===== src/design/plar_pkg.sv =====
// Package for the polyline arc-length resampler.
// Holds fixed widths, the reset spacing and shared flag types. No dependencies.
package plar_pkg;

  // Spacing register width and reset value (micrometres)
  localparam int STEP_W     = 20;
  localparam int STEP_RESET = 1000;

  // Depth of the queue between the front and back halves
  localparam int QDEPTH = 2;

  // Per-vertex classification travelling through the queue
  typedef struct packed {
    logic first;
    logic last;
  } vtx_flags_t;

  // Flags attached to each emitted point
  typedef struct packed {
    logic run_last;
    logic trace_end;
    logic capped;
  } res_flags_t;

endpackage


===== src/design/plar_queue.sv =====
// Small FIFO between the front and back halves.
// Depends on plar_pkg for its depth.
module plar_queue
  import plar_pkg::*;
#(
  parameter int W = 8
) (
  input  logic         clk,
  input  logic         rst_n,
  input  logic         wr_valid,
  output logic         wr_ready,
  input  logic [W-1:0] wr_data,
  output logic         rd_valid,
  input  logic         rd_ready,
  output logic [W-1:0] rd_data
);

  localparam int PW = (QDEPTH > 1) ? $clog2(QDEPTH) : 1;
  localparam int CNW = $clog2(QDEPTH + 1);

  logic [W-1:0]   mem [QDEPTH];
  logic [PW-1:0]  wp_r, wp_nxt, rp_r, rp_nxt;
  logic [CNW-1:0] cnt_r, cnt_nxt;
  logic           wr, rd;

  assign wr_ready = cnt_r != CNW'(QDEPTH);
  assign rd_valid = cnt_r != '0;
  assign rd_data  = mem[rp_r];
  assign wr = wr_valid && wr_ready;
  assign rd = rd_valid && rd_ready;

  // Pointer and occupancy update
  always_comb begin
    wp_nxt  = wp_r;
    rp_nxt  = rp_r;
    cnt_nxt = cnt_r;
    if (wr) wp_nxt = (wp_r == PW'(QDEPTH - 1)) ? '0 : wp_r + 1'b1;
    if (rd) rp_nxt = (rp_r == PW'(QDEPTH - 1)) ? '0 : rp_r + 1'b1;
    if (wr && !rd) cnt_nxt = cnt_r + 1'b1;
    else if (rd && !wr) cnt_nxt = cnt_r - 1'b1;
  end

  always_ff @(posedge clk) begin
    if (wr) mem[wp_r] <= wr_data;
  end

  always_ff @(posedge clk) begin
    if (!rst_n) begin
      wp_r  <= '0;
      rp_r  <= '0;
      cnt_r <= '0;
    end else begin
      wp_r  <= wp_nxt;
      rp_r  <= rp_nxt;
      cnt_r <= cnt_nxt;
    end
  end

endmodule


===== config.mk =====
export PLATFORM = sky130hd
export DESIGN_NAME = plar_queue
export DESIGN_NICKNAME = d
export VERILOG_FILES = /design/src/design/plar_pkg.sv /design/src/design/plar_queue.sv
export SDC_FILE = /design/constraint.sdc
export NUM_CORES = 1
export LEC_CHECK = 0
export ABC_AREA = 1
export ABC_CLOCK_PERIOD_IN_PS = 1200
export BUFFER_PORTS_ARGS = -buffer_cell sky130_fd_sc_hd__buf_4
export CAP_MARGIN = 20
export CORE_MARGIN = 3
export CORE_UTILIZATION = 44
export DETAILED_ROUTE_END_ITERATION = 6
export PLACE_DENSITY = 0.68
export SLEW_MARGIN = 20
export SYNTH_ARGS = -nofsm -noshare
export SYNTH_HDL_FRONTEND = slang
export SYNTH_SLANG_ARGS = --single-unit

===== constraint.sdc =====
create_clock -name clk -period 1.2 [get_ports clk]
set_input_delay 0.24 -clock clk [delete_from_list [all_inputs] [get_ports clk]]
set_output_delay 0.24 -clock clk [all_outputs]
set_load 0.05 [all_outputs]

### After elaboration in Yosys (flattened, before gate mapping)

Memory sizes are Yosys's and may differ from the RTL's. A register that Yosys moved wholly into a read port is not among the register bits.
Cells that the tools add are included.

| operators by class | value |
|---|---|
| reductions and logical operators | 8 |
| mux-type cells | 8 |
| add/sub/neg operators | 4 |
| equality and inequality tests | 1 |

Operator list:

| kind | count |
|---|---|
| 1-bit two-way mux | 6 |
| 1-bit logical AND | 4 |
| 2-bit two-way mux | 2 |
| 2-bit nonzero test | 2 |
| 1-bit adder (second input constant) | 2 |
| 2-bit by 1-bit adder with 2-bit output (second input constant) | 1 |
| 1-bit logical NOT | 2 |
| 2-bit != test (second input constant) | 1 |
| 2-bit by 1-bit subtractor with 2-bit output (second input constant) | 1 |

| storage, ports and cells | value |
|---|---|
| RAM bits | 16 |
| flip-flop bits (word level) | 4 |
| input port bits | 12 |
| output and inout bits | 10 |
| word-level logic and storage cells | 25 |
| memories kept | 1 |

Memory list:

| memory | words | width | rd ports | clocked after memory_dff | wr ports | RTL line | text |
|---|---|---|---|---|---|---|---|
| mem | 2 | 8 | 1 | 1 | 1 | plar_queue.sv:21 | `logic [W-1:0] mem [QDEPTH];` |

### Longest topological paths before layout

| depth | value |
|---|---|
| depth in word-level cells | 6 |
| depth in mapped cells | 11 |
| depth with buffers taken out | 11 |

### Least setup slack after synthesis

OpenSTA, ideal clock, no wires.

| path | value |
|---|---|
| path type | register to register |
| from | reg cnt_r[0] |
| to | mem mem[1][0], enable pin |
| period minus slack after synthesis | 1,424 ps |
| path slack | -224 ps |
| stages on the path, launching flop included | 5 |
| data arrival time | 1,053 ps |
| library setup time | 370 ps |
| cells stage by stage | dfxtp_1 -> inv_2 -> nand2_4 -> nand2_4 -> nor2_1 |

| on the way | value |
|---|---|
| longest elaborated chain between the ends | 4 |

RTL lines:

| element | RTL line | text |
|---|---|---|
| start, declared | plar_queue.sv:23 | `logic [CNW-1:0] cnt_r, cnt_nxt;` |
| start signal, assigned | plar_queue.sv:55 | `cnt_r <= cnt_nxt;` |
| 2-bit != test | plar_queue.sv:26 | `assign wr_ready = cnt_r != CNW'(QDEPTH);` |
| named net wr_ready | plar_queue.sv:11 | `output logic wr_ready,` |
| 1-bit logical AND | plar_queue.sv:29 | `assign wr = wr_valid && wr_ready;` |
| 1-bit two-way mux | plar_queue.sv:44 | `if (wr) mem[wp_r] <= wr_data;` |
| 1-bit two-way mux (not written as such) | plar_queue.sv:44 |  |
| end, declared | plar_queue.sv:21 |  |

The timed path passes the listed nets, and every way through them passes these cells.

==> metrics.txt <==
run status finished with violations; violated checks setup timing; biggest area contributors in the synthesized netlist edfxtp_1 57%, dfxtp_1 12%, mux2_2 11%, nor2_1 3.6%, inv_1 2.7%; WL final 1840 um; Filler Cells Inserted roughly 130; startpoint type of the worst setup path flop; top cell types by occurrence after synthesis 16 x edfxtp_1, 8 x mux2_2, 8 x nor2_1, 6 x inv_1, 6 x nand2_1; GRT Resource Usage Total 16.1%; height of the die 49.6 um; global-route congestion overflow total 0; Slew headroom approximately nine tenths; routed vias/inst 4.77; area growth from synthesis to layout 66.6%; Detailed Route Iter0 Violations 5; maximum achievable frequency 667 MHz; Cells after Synth 62; final RePlAce weighted congestion 0.769; area of the core region 1760 um2; portion of the post-synthesis area used by sequential elements 69.5%; Placement Rows 15; time the worst path needs with I/O delays and setup about 1500 ps; series of cell instances along the critical path buf_6, mux2_4, buf_8; Lkg Pwr roughly 0.58 nW; via count of the first global-routing pass 655; share of the clock period used by the worst path after layout 125%; flop and latch count out of synthesis 21; multi-input logic area about 320 um2; # IOs 22; cts hold-fix bufs 0; placed cell count 115; Worst Skew approximately 2.5 ps; worst path setup slack after routing -299 ps; first-pass detailed-route iteration total 2; number of clock sinks seen by CTS 21; Final Max Tran Viols 0; post-layout net count 113; dominant cell by count in the synthesized netlist edfxtp_1; WP data arrival 1260 ps; WP buf/inv 2; fraction of registers with async set/reset 0%; final cell count without fillers 124; data required time at the worst endpoint 960 ps; Avg Synthesized Cell Area 13.5 um2; Layout Utilization 78.9%; CP Capture Type output pin; residual DRC count 0; worst-skew pair later-pin latency 290 ps; final hold violation count 0; pin count of the biggest net entering global routing 13; final-layout setup total negative slack -2870 ps; count of vias placed by the detailed router 591; die span in x 49.6 um; Max Cap Violations 0; syn_nets 75; number of antenna violations at the first check in global routing 0; clock edge transition at the registers on the reported setup and hold paths 120 ps; instance area after placement approximately 1100 um2; root buffer selected by CTS clkbuf_4; synthesis warning total 0; Post-synth EDFFs 16; Max stage delay cell, worst path dfxtp_4; Yosys top cell area share ~57%; Largest delay share family, worst path flip-flops; Antenna Violating Nets Remaining 0; number of port buffers 21; post-route cell area 1390 um2; dominant register cell in the synthesized netlist edfxtp_1; unrepaired setup endpoints after global routing true; Worst VDD drop 1.81 mV; ANT cells 0; routed length per placed instance 14.8 um; summed instance area of the synthesized netlist approximately 840 um2; class of the worst hold path input pin to flop; CP max FO 3; distinct cell type count after synthesis 18; share of post-route cells with drive strength above 1 around 65%; library cell occupying the most area in the post-synthesis netlist edfxtp_1; number of clock buffers inserted by TritonCTS 3; Die Area between 2000 and 2500 um2; CTS tree built; transition time of the tightest slew-check pin 163 ps; Detailed Place HPWL 1130 um; critical path start-end classification flop to output pin; effective utilization at floorplan between 40 and 50%; Max stage delay on crit path between 300 and 400 ps; area used by sequential logic in the layout 592 um2; cell area power density approximately 2300 nW/um2; final hold slack 121 ps; count of endpoints failing setup in the final report 27; Bufs on Longest Clock Path 2; maximum level of the CTS H-tree 1; global-route wire length before repair approximately 3000 um
metal layers:
layer | track usage (%) | wire length [um] | vias to the layer above | part of all wire [%]
met5 | 0 | 0 | - | 0
met4 | 5.53 | 9 | 0 | 0.49
met3 | 2.11 | 73 | 2 | 4.0
met2 | 29.7 | 1050 | 14 | 57
met1 | 18.9 | 707 | 287 | 39
li1 | - | - | 288 | -
report_power, final:
part           internal (mW)  switching, mW
Sequential             0.953          0.111
Clock                  0.124          0.208
Combinational          0.895          0.976
Total                   1.97           1.30
kinds of logic (layout without fill, tap and decap cells):
logic type	count (synthesis)	count (layout)	synth area share [%]
flip-flops	21	21	69.5
AND/OR/NAND/NOR	19	19	11.1
buffers and inverters	9	46	4.34
multiplexers	8	8	10.8
AO/OA/AOI/OAI	4	4	2.84
adder cells (fa/ha/maj)	1	1	1.50
layout make-up:
cell class	instances	area share, %
Sequential cell	21	42.5
Timing Repair Buffer	34	27.1
Multi-Input combinational cell	32	22.9
Inverter	8	3.23
Tap cell	25	2.25
Clock buffer	3	1.62
Clock inverter	1	0.359
sequential cells by signal, summed over array words and instances, names as in the netlist, named ones only:
name	cells
mem	16
cnt_r	2
rp_r	1
wp_r	1
worst register-to-register path, cell delays in order, from the launching register on:
cell,delay (ps)
dfxtp_4,390
o21a_4,220
inv_2,60
ha_4,200
inv_4,70
nand3_2,60
nand2_1,60
inv_1,40
nor2_1,100
final timing paths:
check / endpoint / slack [ps] / from / cells past startpoint
setup / recovery: rd_data[0] / -300 / flop / 3
hold / removal: mem[0][3] / 120 / wr_data[3] / 1
setup reg to reg: cnt_r[1] / -50 / cnt_r[0] / 8
hold reg to reg: flop / 540 / rp_r / 2
layout by cell type, fill, tap and decap left out:
cell type	instances
dfxtp_4	3
nand2_1	4
a21oi_1	1
nor2_1	6
nand2_8	2
inv_1	4
nand2_4	1
clkbuf_4	3
o21ai_1	1
edfxtp_1	16
mux2_4	8
buf_6	6
buf_12	2
nand3_2	1
inv_6	1
nand2_2	2
nor2_4	2
buf_4	16
inv_4	1
dfxtp_1	2
ha_4	1
clkinv_2	1
buf_8	10
o21ai_2	1
nand4_1	1
inv_8	1
o21a_4	1
inv_2	1
metrics by stage:
stage / setup WS (ps) / total power, mW
2_1_floorplan: -47.3 / 1.92
4_1_cts: -304 / 3.16
5_1_grt: -347 / 3.42
3_3_place_gp: -35.2 / 2.34
3_5_place_dp: -57.5 / 2.38
6_report: -299 / 3.27
what timing repair did:
item / CTS / global route
buffers inserted: 4 / 1
resized for setup: 42 / 8
pin swaps: 7 / 5
endpoints found under the setup margin: 12 / 28
Power figures use the tool's default switching activity.
